## config.mk

```make
export PLATFORM = sky130hd
export DESIGN_NAME = aff3p_queue
export DESIGN_NICKNAME = d
export VERILOG_FILES = /design/src/rtl/aff3p_pkg.sv /design/src/rtl/aff3p_queue.sv
export SDC_FILE = /design/constraint.sdc
export NUM_CORES = 1
export LEC_CHECK = 0
export ABC_CLOCK_PERIOD_IN_PS = 1520
export BUFFER_PORTS_ARGS = -buffer_cell sky130_fd_sc_hd__buf_2
export CORE_AREA = 8 8 56 81
export CTS_CLUSTER_DIAMETER = 40
export CTS_CLUSTER_SIZE = 8
export DETAILED_ROUTE_END_ITERATION = 10
export DIE_AREA = 0 0 64 89
export PLACE_DENSITY = 0.71
export SLEW_MARGIN = 20
export SYNTH_ARGS = -nofsm -noshare
export SYNTH_HDL_FRONTEND = slang
export SYNTH_SLANG_ARGS = --single-unit
```

## constraint.sdc

```tcl
create_clock -name clock -period 1.52 [get_ports clock]
set_input_delay 0.076 -clock clock [delete_from_list [all_inputs] [get_ports clock]]
set_output_delay 0.076 -clock clock [all_outputs]
set_load 0.005 [all_outputs]
```

## src/rtl/aff3p_pkg.sv

```systemverilog
`default_nettype none

package aff3p_pkg;

   // default configuration
   localparam int COORD_BITS_DEF    = 16;
   localparam int OUT_FRAC_BITS_DEF = 24;

   // fixed formats
   localparam int COORD_FRAC  = 4;
   localparam int FIELD_W     = 16;
   localparam int OUT_W       = 48;
   localparam int NUM_COORDS  = 12;
   localparam int NUM_LANES   = 6;
   localparam int QUEUE_DEPTH = 4;

   // status codes
   localparam logic [1:0] ST_OK        = 2'd0;
   localparam logic [1:0] ST_SRC_DEGEN = 2'd1;
   localparam logic [1:0] ST_DST_DEGEN = 2'd2;
   localparam logic [1:0] ST_SAT       = 2'd3;

   typedef logic [3:0] cidx_type;

   // coordinate order: px py qx qy rx ry Px Py Qx Qy Rx Ry
   typedef struct packed {
      logic signed [FIELD_W-1:0] src_p_x;
      logic signed [FIELD_W-1:0] src_p_y;
      logic signed [FIELD_W-1:0] src_q_x;
      logic signed [FIELD_W-1:0] src_q_y;
      logic signed [FIELD_W-1:0] src_r_x;
      logic signed [FIELD_W-1:0] src_r_y;
      logic signed [FIELD_W-1:0] dst_p_x;
      logic signed [FIELD_W-1:0] dst_p_y;
      logic signed [FIELD_W-1:0] dst_q_x;
      logic signed [FIELD_W-1:0] dst_q_y;
      logic signed [FIELD_W-1:0] dst_r_x;
      logic signed [FIELD_W-1:0] dst_r_y;
   } req_type;

   typedef struct packed {
      logic signed [OUT_W-1:0] m00;
      logic signed [OUT_W-1:0] m01;
      logic signed [OUT_W-1:0] m10;
      logic signed [OUT_W-1:0] m11;
      logic signed [OUT_W-1:0] shift_x;
      logic signed [OUT_W-1:0] shift_y;
      logic        [1:0]       status;
   } rsp_type;

   // coordinate differences: row r, term k is c[DIFF_HI] - c[DIFF_LO]
   // rows: source y diffs, target y diffs, m00 x diffs, m01 x diffs, m10 y diffs
   localparam cidx_type DIFF_HI [5][3] = '{
      '{4'd5,  4'd1, 4'd3},
      '{4'd11, 4'd7, 4'd9},
      '{4'd6,  4'd8, 4'd10},
      '{4'd10, 4'd6, 4'd8},
      '{4'd7,  4'd9, 4'd11}
   };
   localparam cidx_type DIFF_LO [5][3] = '{
      '{4'd1,  4'd3,  4'd5},
      '{4'd7,  4'd9,  4'd11},
      '{4'd10, 4'd6,  4'd8},
      '{4'd6,  4'd8,  4'd10},
      '{4'd11, 4'd7,  4'd9}
   };

   // sums: source area, target area, m00, m01, m10, m11
   localparam logic [2:0] SUM_ROW [6] = '{3'd0, 3'd1, 3'd2, 3'd3, 3'd4, 3'd1};
   localparam cidx_type SUM_MUL [6][3] = '{
      '{4'd2, 4'd4,  4'd0},
      '{4'd8, 4'd10, 4'd6},
      '{4'd3, 4'd5,  4'd1},
      '{4'd2, 4'd4,  4'd0},
      '{4'd3, 4'd5,  4'd1},
      '{4'd2, 4'd4,  4'd0}
   };

   // translation terms: (c[A]*c[B] - c[C]*c[D]) * c[M]
   localparam cidx_type TI_A [6] = '{4'd5, 4'd8, 4'd3,  4'd11, 4'd7, 4'd4};
   localparam cidx_type TI_B [6] = '{4'd6, 4'd1, 4'd10, 4'd0,  4'd2, 4'd9};
   localparam cidx_type TI_C [6] = '{4'd10, 4'd3, 4'd8, 4'd4,  4'd0, 4'd11};
   localparam cidx_type TI_D [6] = '{4'd1, 4'd6, 4'd5,  4'd7,  4'd9, 4'd2};
   localparam cidx_type TI_M [6] = '{4'd2, 4'd4, 4'd0,  4'd3,  4'd5, 4'd1};

endpackage

`default_nettype wire

```

## src/rtl/aff3p_queue.sv

```systemverilog
`default_nettype none

module aff3p_queue #(
   parameter int WIDTH = 8
) (
   input  logic             clock,
   input  logic             reset,
   input  logic             push,
   input  logic [WIDTH-1:0] push_data,
   output logic             full,
   input  logic             pop,
   output logic [WIDTH-1:0] pop_data,
   output logic             empty
);

   localparam int DEPTH = aff3p_pkg::QUEUE_DEPTH;
   localparam int PW    = $clog2(DEPTH);
   localparam int CNTW  = $clog2(DEPTH + 1);

   logic [WIDTH-1:0] slot_ff [DEPTH];
   logic [PW-1:0]    wr_ff, wr_in, rd_ff, rd_in;
   logic [CNTW-1:0]  cnt_ff, cnt_in;

   assign full     = (cnt_ff == CNTW'(DEPTH));
   assign empty    = (cnt_ff == '0);
   assign pop_data = slot_ff[rd_ff];

   // pointer and fill count
   always_comb begin
      wr_in  = push ? wr_ff + PW'(1) : wr_ff;
      rd_in  = pop  ? rd_ff + PW'(1) : rd_ff;
      cnt_in = cnt_ff + CNTW'(push) - CNTW'(pop);
   end

   always_ff @(posedge clock) begin
      if (reset) begin
         wr_ff  <= '0;
         rd_ff  <= '0;
         cnt_ff <= '0;
      end else begin
         wr_ff  <= wr_in;
         rd_ff  <= rd_in;
         cnt_ff <= cnt_in;
      end
   end

   always_ff @(posedge clock) begin
      if (push) begin
         slot_ff[wr_ff] <= push_data;
      end
   end

endmodule

`default_nettype wire

```

== After elaboration in Yosys (flattened, before gate mapping) ==
Memories as Yosys holds them, arrays and structs flattened. A register that Yosys moved wholly into a read port is not among the register bits.
Cells that the tools add are included.
Operators by class
  equal/unequal tests: 1
  mux-type cells: 4
  reductions and logical operators: 1
  add/subtract/negate cells: 4
Operators with widths (count)
  $add 2x1->2 const B: 2
  $mux 2: 2
  $add 3x1->3: 1
  $eq 3x3->1 const B: 1
  $logic_not 3->1: 1
  $sub 3x1->3: 1
  $mux 1: 2
Word-level totals
  bits of input ports: 12
  register bits: 7
  memories kept: 1
  word-level logic and storage cells: 14
  output and inout port bits: 10
  memory bits (writable): 32
Memory list
  slot_ff: words 4, bits a word 8, read ports 1, clocked after Yosys merged registers in 1, wr ports 1, RTL line aff3p_queue.sv:20  | logic [WIDTH-1:0] slot_ff [DEPTH];

== Longest topological paths before layout ==
Gate-level depths: netlist (run 1).
  depth after elaboration: 3
  gate-level depth with buffers: 7
  depth with buffers taken out: 7

== Worst setup path before layout (run 1) ==
OpenSTA, ideal clock, no wires.
  path kind: register to register
  from: register cnt_ff[0]
  to: register cnt_ff[2]
  data required time: 1.410 ns
  path buffers: 0
  cell stages (with the launch flop): 8
  period minus slack after synthesis: 1.664 ns
  data arrival time: 1.554 ns
  setup time: 0.110 ns
  slack: -0.144 ns
  cell sequence: dfxtp_1 -> inv_1 -> ha_1 -> inv_1 -> ha_1 -> fa_1 -> xor3_1 -> nor2_1
On the way
  cells in the longest elaborated chain, start to end: 2
RTL lines
  from (decl): RTL line aff3p_queue.sv:22  | logic [CNTW-1:0] cnt_ff, cnt_in;
  from (signal assigned): RTL line aff3p_queue.sv:43  | cnt_ff <= cnt_in;
  $add 3x1->3: RTL line aff3p_queue.sv:32  | cnt_in = cnt_ff + CNTW'(push) - CNTW'(pop);
  $sub 3x1->3: RTL line aff3p_queue.sv:32
No other way between the ends.
A chain may end at the register's enable or synchronous reset.

== Worst setup path after layout (run 1) ==
  from: register cnt_ff[0]
  to: register cnt_ff[1]
On the way
  cells in the longest elaborated chain, start to end: 2
RTL lines (RTL line)
  $add 3x1->3: aff3p_queue.sv:32
  $sub 3x1->3: aff3p_queue.sv:32
  net cnt_in[1]: aff3p_queue.sv:22
The timed path passes the listed nets, and every way through them passes these cells.

==> tab_implementation.tex, run 1 <==
\begin{tabular}{lr}
\hline
Metric & Value \\
\hline
\multicolumn{2}{l}{\textbf{Place}} \\
\quad Standard cell area after detailed placement & 1753 um2 \\
\quad Pre-CTS WS & -0.07256 ns \\
\quad Post-detail-place hpwl & approximately 1.8 mm \\
\quad Final Wtd Congestion & 0.6438 \\
\quad \# port buffers & 21 \\
\multicolumn{2}{l}{\textbf{Detailed routing}} \\
\quad Routed metal-1 wire length & 953 um \\
\quad Detail-routed net length per standard cell & $\sim$15 um \\
\quad First-pass DRT Iterations & 4 \\
\quad Detail Route met2 WL & 1.303 mm \\
\quad WL final & 2.432 mm \\
\quad Count of nets left with antenna violations after detail routing & 0 \\
\quad Starting DRT DRC Count & 18 \\
\quad Met3 WL post-DR & roughly 140 um \\
\quad Uppermost layer routed & met4 \\
\quad Total number of vias & 813 \\
\quad Post-DR vias/cell & between 5 and 6 \\
\quad Drc violations & 0 \\
\multicolumn{2}{l}{\textbf{Synthesis}} \\
\quad Biggest area contributors in the synthesized netlist & sky130\_fd\_sc\_hd\_\_edfxtp\_1 (60\%), sky130\_fd\_sc\_hd\_\_dfxtp\_1 (11\%), sky130\_fd\_sc\_hd\_\_mux4\_2 (11\%) \\
\quad Main combinational cell family by area after synthesis & multiplexers \\
\quad Net Count, Synth & 103 \\
\quad Area of the mapped netlist & approximately 1600 um2 \\
\quad Post-synthesis mux area share & about an eighth \\
\quad Complex-gate fraction of the synthesized area & 0.9404\% \\
\quad Average footprint of a synthesized cell & $\sim$19 um2 \\
\quad Share of synthesized cell area in and, or, nand and nor gates & 4.702\% \\
\quad Synthesis-stage register bit count & 41 \\
\quad Post-Syn Instances & 84 \\
\quad Yosys warning count & 0 \\
\quad Yosys top cell area share & $\sim$60\% \\
\quad Most area-hungry cell type in the Yosys netlist & sky130\_fd\_sc\_hd\_\_edfxtp\_1 \\
\quad Proportion of synthesized chip area in sequential cells & between 70\% and 80\% \\
\quad Distinct cell type count after synthesis & 19 \\
\quad Synth Area in XOR/XNOR & approximately 2.6\% \\
\quad Arithmetic-cell share of the synthesized area counting full adders, half adders and majority gates & slightly below 6\% \\
\multicolumn{2}{l}{\textbf{STA}} \\
\quad Final Hold Violating Endpoints & 0 \\
\quad Worst Max-Slew Pin Slew & approximately 0.44 ns \\
\quad Post-route clock period utilization & a little over nine tenths \\
\quad Final-layout setup total negative slack & 0 ns \\
\quad Skew final & just under 0.009 ns \\
\quad Fin. max-slew vios & 0 \\
\quad Slew Limit Headroom & 70.35\% \\
\quad RSZ-0062 raised after global routing & true \\
\quad Fmax achieved & roughly 670 MHz \\
\quad Final setup violation count & 0 \\
\quad Final setup slack of the worst path & roughly 0.023 ns \\
\quad Final Critical Period & between 1 and 1.5 ns \\
\multicolumn{2}{l}{\textbf{Final layout}} \\
\quad Final core occ & between 50\% and 60\% \\
\quad Net count of the finished layout & $\sim$140 \\
\quad Layout overhead on the synthesized area & 22.49\% \\
\quad Fraction of layout cells with a size suffix above 1 & between 30 and 40\% \\
\quad Cell area after layout & 1956 um2 \\
\quad Commonest cells after routing, fill and taps aside & sky130\_fd\_sc\_hd\_\_edfxtp\_1 (32), sky130\_fd\_sc\_hd\_\_buf\_2 (21), sky130\_fd\_sc\_hd\_\_mux4\_2 (8) \\
\quad Most common cell after layout, fill and taps aside & sky130\_fd\_sc\_hd\_\_edfxtp\_1 \\
\quad Antenna diode count & 0 \\
\multicolumn{2}{l}{\textbf{CTS}} \\
\quad Count of H-tree levels built during CTS & 2 \\
\quad Clock network latency to the later pin of the worst-skew pair & around 0.29 ns \\
\quad Clock tree root driver cell & sky130\_fd\_sc\_hd\_\_clkbuf\_8 \\
\quad Clk pin slew, worst setup/hold paths & 0.08 ns \\
\quad TritonCTS Buffers & 5 \\
\quad Clock net sink count & 41 \\
\quad Clock tree from TritonCTS & yes \\
\quad Max Root-Sink Buffers & 2 \\
\quad Post-CTS setup repair buffer count & 0 \\
\multicolumn{2}{l}{\textbf{Setup path}} \\
\quad Worst path slowest cell & sky130\_fd\_sc\_hd\_\_fa\_2 \\
\quad Worst endpoint data arrival time & approximately 1.7 ns \\
\quad Cell Chain, Critical Path & inv\_2 > ha\_4 > inv\_2 > ha\_4 > fa\_2 > nor2b\_4 \\
\quad Required time at the endpoint of the critical path & around 1.8 ns \\
\quad Startpoint types & flip-flop \\
\quad Delay of the slowest cell on the worst path & between 0.5 and 0.6 ns \\
\quad Maximum fanout count along the critical path & 2 \\
\quad Dominant delay contributor by cell family on the critical path & adder cells \\
\quad Buf/Inv on CP & 2 \\
\quad Worst Setup Path Type & reg -> reg \\
\quad Crit end category & flip-flop \\
\multicolumn{2}{l}{\textbf{Die}} \\
\quad Die Span Y & just under 90 um \\
\quad Row cnt & 26 \\
\quad Initial standard-cell utilization of the core & between 40\% and 50\% \\
\quad Die Wd & roughly 64 um \\
\quad Number of top-level pins & 22 \\
\quad Area of the die & 5696 um2 \\
\quad Core footprint & 3351 um2 \\
\multicolumn{2}{l}{\textbf{Global routing}} \\
\quad Global-route usage over all layers & 9.313\% \\
\quad Number of global-route vias before repair & a little under 900 \\
\quad Largest net degree at the start of global routing & 14 \\
\quad Number of antenna violations at the first check in global routing & 0 \\
\quad Congestion Overflow GR & 0 \\
\quad Global-route wire length before repair & $\sim$4 mm \\
\multicolumn{2}{l}{\textbf{Power}} \\
\quad Post-layout power & roughly 2.5 mW \\
\quad Total power density per cell area & 1256 nW/um2 \\
\quad LEAKAGE & slightly above 0.7 nW \\
\quad VDD IR max & between 0.8 and 0.9 mV \\
\multicolumn{2}{l}{\textbf{Worst hold path}} \\
\quad Worst Hold Class & in -> reg \\
\multicolumn{2}{l}{\textbf{Job}} \\
\quad MaxCap Viol Count & 0 \\
\multicolumn{2}{l}{\textbf{Status}} \\
\quad Status & finished clean \\
\hline
\end{tabular}
[registers in the layout, summed over array words and instances, names as in the netlist, named ones only]
name,cells
wr_ff,2
slot_ff,32
cnt_ff,3
rd_ff,2
[layout make-up]
| type | count | area [um2] |
|---|---|---|
| Inverter | 6 | 22.52 |
| Timing Repair Buffer | 28 | 182.7 |
| Tap cell | 42 | 52.55 |
| Clock inverter | 1 | 5.005 |
| Multi-Input combinational cell | 35 | 451.7 |
| Sequential cell | 41 | 1144 |
| Clock buffer | 7 | 97.59 |
| Fill cell | 274 | 1395 |
[worst register-to-register path: cells and delay by family, from the launching register on]
kind          cells  cell delay (ns)
buf+inv           2             0.09
flops             1             0.34
simple gates      1             0.12
fa+ha+maj         3             0.90
[cells in the mapped netlist]
library cell and instances:
sky130_fd_sc_hd__mux2i_1 1, sky130_fd_sc_hd__mux4_2 8, sky130_fd_sc_hd__nor2b_1 2, sky130_fd_sc_hd__nor2_1 5, sky130_fd_sc_hd__clkbuf_2 1, sky130_fd_sc_hd__xnor2_1 2, sky130_fd_sc_hd__a21bo_2 1, sky130_fd_sc_hd__and2_1 4
sky130_fd_sc_hd__fa_1 1, sky130_fd_sc_hd__xor3_1 1, sky130_fd_sc_hd__edfxtp_1 32, sky130_fd_sc_hd__and3_1 1, sky130_fd_sc_hd__dfxtp_1 9, sky130_fd_sc_hd__inv_1 6, sky130_fd_sc_hd__a21oi_1 1, sky130_fd_sc_hd__nor3_1 1
sky130_fd_sc_hd__ha_1 6, sky130_fd_sc_hd__nand3b_1 1, sky130_fd_sc_hd__buf_6 1
[stage by stage]
step | cells | hold WS [ns]
after CTS | 160 | 0.001610
final | 160 | 0.005520
after global routing | 160 | 0.002688
after global placement | 147 | 0.2859
after floorplan | 84 | 0.1476
after detailed placement | 147 | 0.2917
[metal layers]
layer / vias up / track usage, %
met2: 18 / 16.32
met4: 0 / 4.888
met3: 3 / 3.639
li1: 380 / -
met5: - / 0
met1: 412 / 9.341
[worst paths after layout]
kind	start	to	slack, ns	cells past startpoint
setup / recovery	cnt_ff[0]	cnt_ff[1]	0.02	6
hold / removal	push_data[7]	slot_ff[0][7]	0.006	1
setup reg to reg	cnt_ff[0]	cnt_ff[1]	0.02	6
hold reg to reg	rd_ff[0]	rd_ff[1]	0.56	2
[logic make-up (layout without fill, tap and decap cells)]
| logic type | after synthesis | count (layout) |
|---|---|---|
| DFF | 41 | 41 |
| and+or+nand+nor | 14 | 14 |
| muxes | 9 | 9 |
| buffers and inverters | 8 | 42 |
| adders and majority gates | 7 | 7 |
| xor gates and xnor gates | 3 | 3 |
| AOI/OAI and AO/OA | 2 | 2 |
[power by group]
| part | switching [mW] | total [mW] | internal (mW) | leakage, nW |
|---|---|---|---|---|
| sequential | 0.0438 | 1.33 | 1.29 | 0.369 |
| clock | 0.334 | 0.755 | 0.420 | 0.0534 |
| combinational | 0.147 | 0.370 | 0.222 | 0.299 |
[timing repair]
action / in CTS / in global routing
hold endpoints to repair: 19 / 0
gates resized for setup: 10 / 2
setup endpoints to repair: 10 / 10
cloned: 0 / 0
pin swaps: 2 / 1
hold buffers: 5 / 0
No activity file was read; power rests on OpenSTA's default activity.
==> run 2: changes to the inputs <==
CORE_AREA = 2 2 50 75   (was 8 8 56 81)
DIE_AREA = 0 0 52 77   (was 0 0 64 89)
==> run 2 against run 1 <==
Against the previous run:
- die area down 30%
- sequential power barely moved
- count of clock-buffer cells in the layout stayed put
- cell count unchanged
- wire length fell by 3.6%
- combinational power shrank 2%
- largest cell class unchanged
==> tab_implementation.tex, run 2 (synthesized netlist as in run 1, its figures left out) <==
\begin{tabular}{lr}
\hline
Metric & Value \\
\hline
\multicolumn{2}{l}{\textbf{Power}} \\
\quad Total power density per cell area & $\sim$1200 nW/um2 \\
\quad Post-layout power & 2.407 mW \\
\quad LEAKAGE & between 0.7 and 0.8 nW \\
\quad VDD IR max & about 1 mV \\
\multicolumn{2}{l}{\textbf{STA}} \\
\quad Fmax achieved & 660.6 MHz \\
\quad Final Critical Period & around 1.5 ns \\
\quad Worst Max-Slew Pin Slew & about 0.42 ns \\
\quad Final setup violation count & 0 \\
\quad Final Hold Violating Endpoints & 0 \\
\quad Final setup slack of the worst path & approximately 0.0062 ns \\
\quad Fin. max-slew vios & 0 \\
\quad RSZ-0062 raised after global routing & true \\
\quad Slew Limit Headroom & 72.00\% \\
\quad Skew final & $\sim$0.007 ns \\
\quad Post-route clock period utilization & roughly 100\% \\
\multicolumn{2}{l}{\textbf{Setup path}} \\
\quad Cell Chain, Critical Path & inv\_2 > ha\_4 > inv\_2 > ha\_4 > fa\_2 > xor3\_1 > nor2\_1 \\
\quad Crit end category & flip-flop \\
\quad Worst path slowest cell & sky130\_fd\_sc\_hd\_\_dfxtp\_2 \\
\quad Startpoint types & flip-flop \\
\quad Required time at the endpoint of the critical path & $\sim$1.7 ns \\
\quad Endpoint of the worst setup timing path & cnt\_ff[2] \\
\quad R2r endpoint & cnt\_ff[2] \\
\quad Buf/Inv on CP & 2 \\
\quad Maximum fanout count along the critical path & 2 \\
\quad Delay of the slowest cell on the worst path & roughly 0.34 ns \\
\quad Stages on worst setup path & 7 \\
\quad Worst Reg-to-Reg Cells & 7 \\
\quad Dominant delay contributor by cell family on the critical path & adder cells \\
\quad Beginning of the critical path & cnt\_ff[0] \\
\quad Worst reg-to-reg setup slack & $\sim$0.0062 ns \\
\quad FF-to-FF Start & cnt\_ff[0] \\
\quad Worst endpoint data arrival time & between 1.5 and 2 ns \\
\quad Worst Setup Path Type & reg -> reg \\
\multicolumn{2}{l}{\textbf{Global routing}} \\
\quad Number of global-route vias before repair & about 880 \\
\quad Largest net degree at the start of global routing & 14 \\
\quad Global-route wire length before repair & between 3 and 4 mm \\
\quad Global-route usage over all layers & about 14\% \\
\quad Number of antenna violations at the first check in global routing & 0 \\
\quad Congestion Overflow GR & 0 \\
\multicolumn{2}{l}{\textbf{Detailed routing}} \\
\quad Met3 WL post-DR & 105 um \\
\quad Count of nets left with antenna violations after detail routing & 0 \\
\quad Uppermost layer routed & met4 \\
\quad First-pass DRT Iterations & 4 \\
\quad Drc violations & 0 \\
\quad Detail Route met2 WL & 1.332 mm \\
\quad Detail-routed net length per standard cell & 14.66 um \\
\quad Post-DR vias/cell & approximately 4.9 \\
\quad Starting DRT DRC Count & 18 \\
\quad WL final & 2.345 mm \\
\quad Total number of vias & just under 800 \\
\quad Routed metal-1 wire length & 877 um \\
\multicolumn{2}{l}{\textbf{CTS}} \\
\quad Clock network latency to the later pin of the worst-skew pair & a little under 0.3 ns \\
\quad Clock tree root driver cell & sky130\_fd\_sc\_hd\_\_clkbuf\_8 \\
\quad Max Root-Sink Buffers & 2 \\
\quad TritonCTS Buffers & 5 \\
\quad Clk pin slew, worst setup/hold paths & 0.07 ns \\
\quad Clock tree from TritonCTS & yes \\
\quad Count of H-tree levels built during CTS & 2 \\
\quad Clock net sink count & 41 \\
\multicolumn{2}{l}{\textbf{Final layout}} \\
\quad Largest regs & slot\_ff: 32 flops, cnt\_ff: 3 flops \\
\quad FILL cells & 262 \\
\quad Fraction of layout cells with a size suffix above 1 & roughly two fifths \\
\quad Most common cell after layout, fill and taps aside & sky130\_fd\_sc\_hd\_\_edfxtp\_1 \\
\quad Layout overhead on the synthesized area & 21.40\% \\
\quad Cell area after layout & between 1500 and 2000 um2 \\
\quad Max reg flops & 32 \\
\quad Multi-input logic area & between 400 and 500 um2 \\
\quad Largest register by flop count & slot\_ff \\
\quad Commonest cells after routing, fill and taps aside & sky130\_fd\_sc\_hd\_\_edfxtp\_1 (32), sky130\_fd\_sc\_hd\_\_buf\_2 (21), sky130\_fd\_sc\_hd\_\_mux4\_2 (8) \\
\quad Fin cells & 160 \\
\quad Net count of the finished layout & $\sim$140 \\
\quad Sequential cell area & 1144 um2 \\
\quad Antenna diode count & 0 \\
\multicolumn{2}{l}{\textbf{Die}} \\
\quad Number of top-level pins & 22 \\
\quad Die Span Y & just under 80 um \\
\quad Die Wd & about 52 um \\
\quad Row cnt & 26 \\
\quad Initial standard-cell utilization of the core & 47.65\% \\
\quad Area of the die & roughly 4000 um2 \\
\quad Core footprint & between 3000 and 4000 um2 \\
\multicolumn{2}{l}{\textbf{Place}} \\
\quad \# port buffers & 21 \\
\quad Post-detail-place hpwl & roughly 1.6 mm \\
\quad Pre-CTS WS & -0.1066 ns \\
\quad Standard cell area after detailed placement & 1745 um2 \\
\quad Placed Cells incl. Taps & 146 \\
\quad Final Wtd Congestion & 0.6565 \\
\multicolumn{2}{l}{\textbf{Worst hold path}} \\
\quad Worst Hold Class & in -> reg \\
\multicolumn{2}{l}{\textbf{Job}} \\
\quad MaxCap Viol Count & 0 \\
\multicolumn{2}{l}{\textbf{Status}} \\
\quad Status & finished clean \\
\hline
\end{tabular}
run 2: changes by cell type in the layout (fill, tap and decap cells not counted):
cell,before,now
sky130_fd_sc_hd__inv_4,0,1
sky130_fd_sc_hd__clkinv_2,1,0
sky130_fd_sc_hd__nor2b_4,1,0
sky130_fd_sc_hd__clkbuf_8,5,6
sky130_fd_sc_hd__clkbuf_16,1,0
sky130_fd_sc_hd__nor2b_1,1,2
run 2: per-stage QoR:
stage               setup TNS, ns  util [%]  hold WS [ns]
finish                          0     57.84       0.01292
global route              -0.1180     57.84      0.005011
CTS                      -0.04701     57.28     0.0004600
detailed placement        -0.1256     52.09        0.2973
global placement                0     52.09        0.2873
floorplan                       0         -        0.1476
run 2: final cells by class:
class / count / area share, %
Multi-Input combinational cell: 35 / 22.92
Inverter: 6 / 1.162
Clock inverter: 1 / 0.3228
Sequential cell: 41 / 59.01
Clock buffer: 7 / 4.454
Tap cell: 42 / 2.711
Timing Repair Buffer: 28 / 9.425
run 2: worst register-to-register path, stage by stage (launching register included):
cell and delay, ns:
sky130_fd_sc_hd__dfxtp_2 0.34, sky130_fd_sc_hd__inv_2 0.05, sky130_fd_sc_hd__ha_4 0.25, sky130_fd_sc_hd__inv_2 0.04
sky130_fd_sc_hd__ha_4 0.14, sky130_fd_sc_hd__fa_2 0.32, sky130_fd_sc_hd__xor3_1 0.18, sky130_fd_sc_hd__nor2_1 0.11
run 2: worst min path at each step:
stage | start | end | slack (ns) | cells after the start
global placement | push_data[3] | slot_ff[0][3] | 0.29 | 1
detailed placement | push_data[4] | slot_ff[2][4] | 0.30 | 1
finish | push_data[1] | slot_ff[1][1] | 0.01 | 1
floorplan | reset | cnt_ff[0] | 0.15 | 1
global route | push_data[1] | slot_ff[3][1] | 0.005 | 1
CTS | push_data[1] | slot_ff[0][1] | 0.0005 | 1
run 2: metal layers:
layer | vias up | global-route usage, %
li1 | 377 | -
met1 | 388 | 14.32
met2 | 22 | 24.56
met3 | 2 | 4.669
met4 | 0 | 7.895
met5 | - | 0
run 2: timing repair:
| item | in CTS | in global routing |
|---|---|---|
| pin swaps | 3 | 2 |
| setup endpoints to repair | 10 | 10 |
| setup buffers | 1 | 0 |
| resized for setup | 9 | 2 |
| gates cloned | 0 | 0 |
| hold endpoints to repair | 12 | 4 |
| hold buffers | 4 | 1 |
run 2: report_power, final:
group	total [mW]	leakage, nW	internal (mW)	switching (mW)
registers	1.33	0.369	1.29	0.0455
clock network	0.710	0.0488	0.369	0.341
logic	0.362	0.293	0.213	0.149
total	2.41	0.711	1.87	0.535
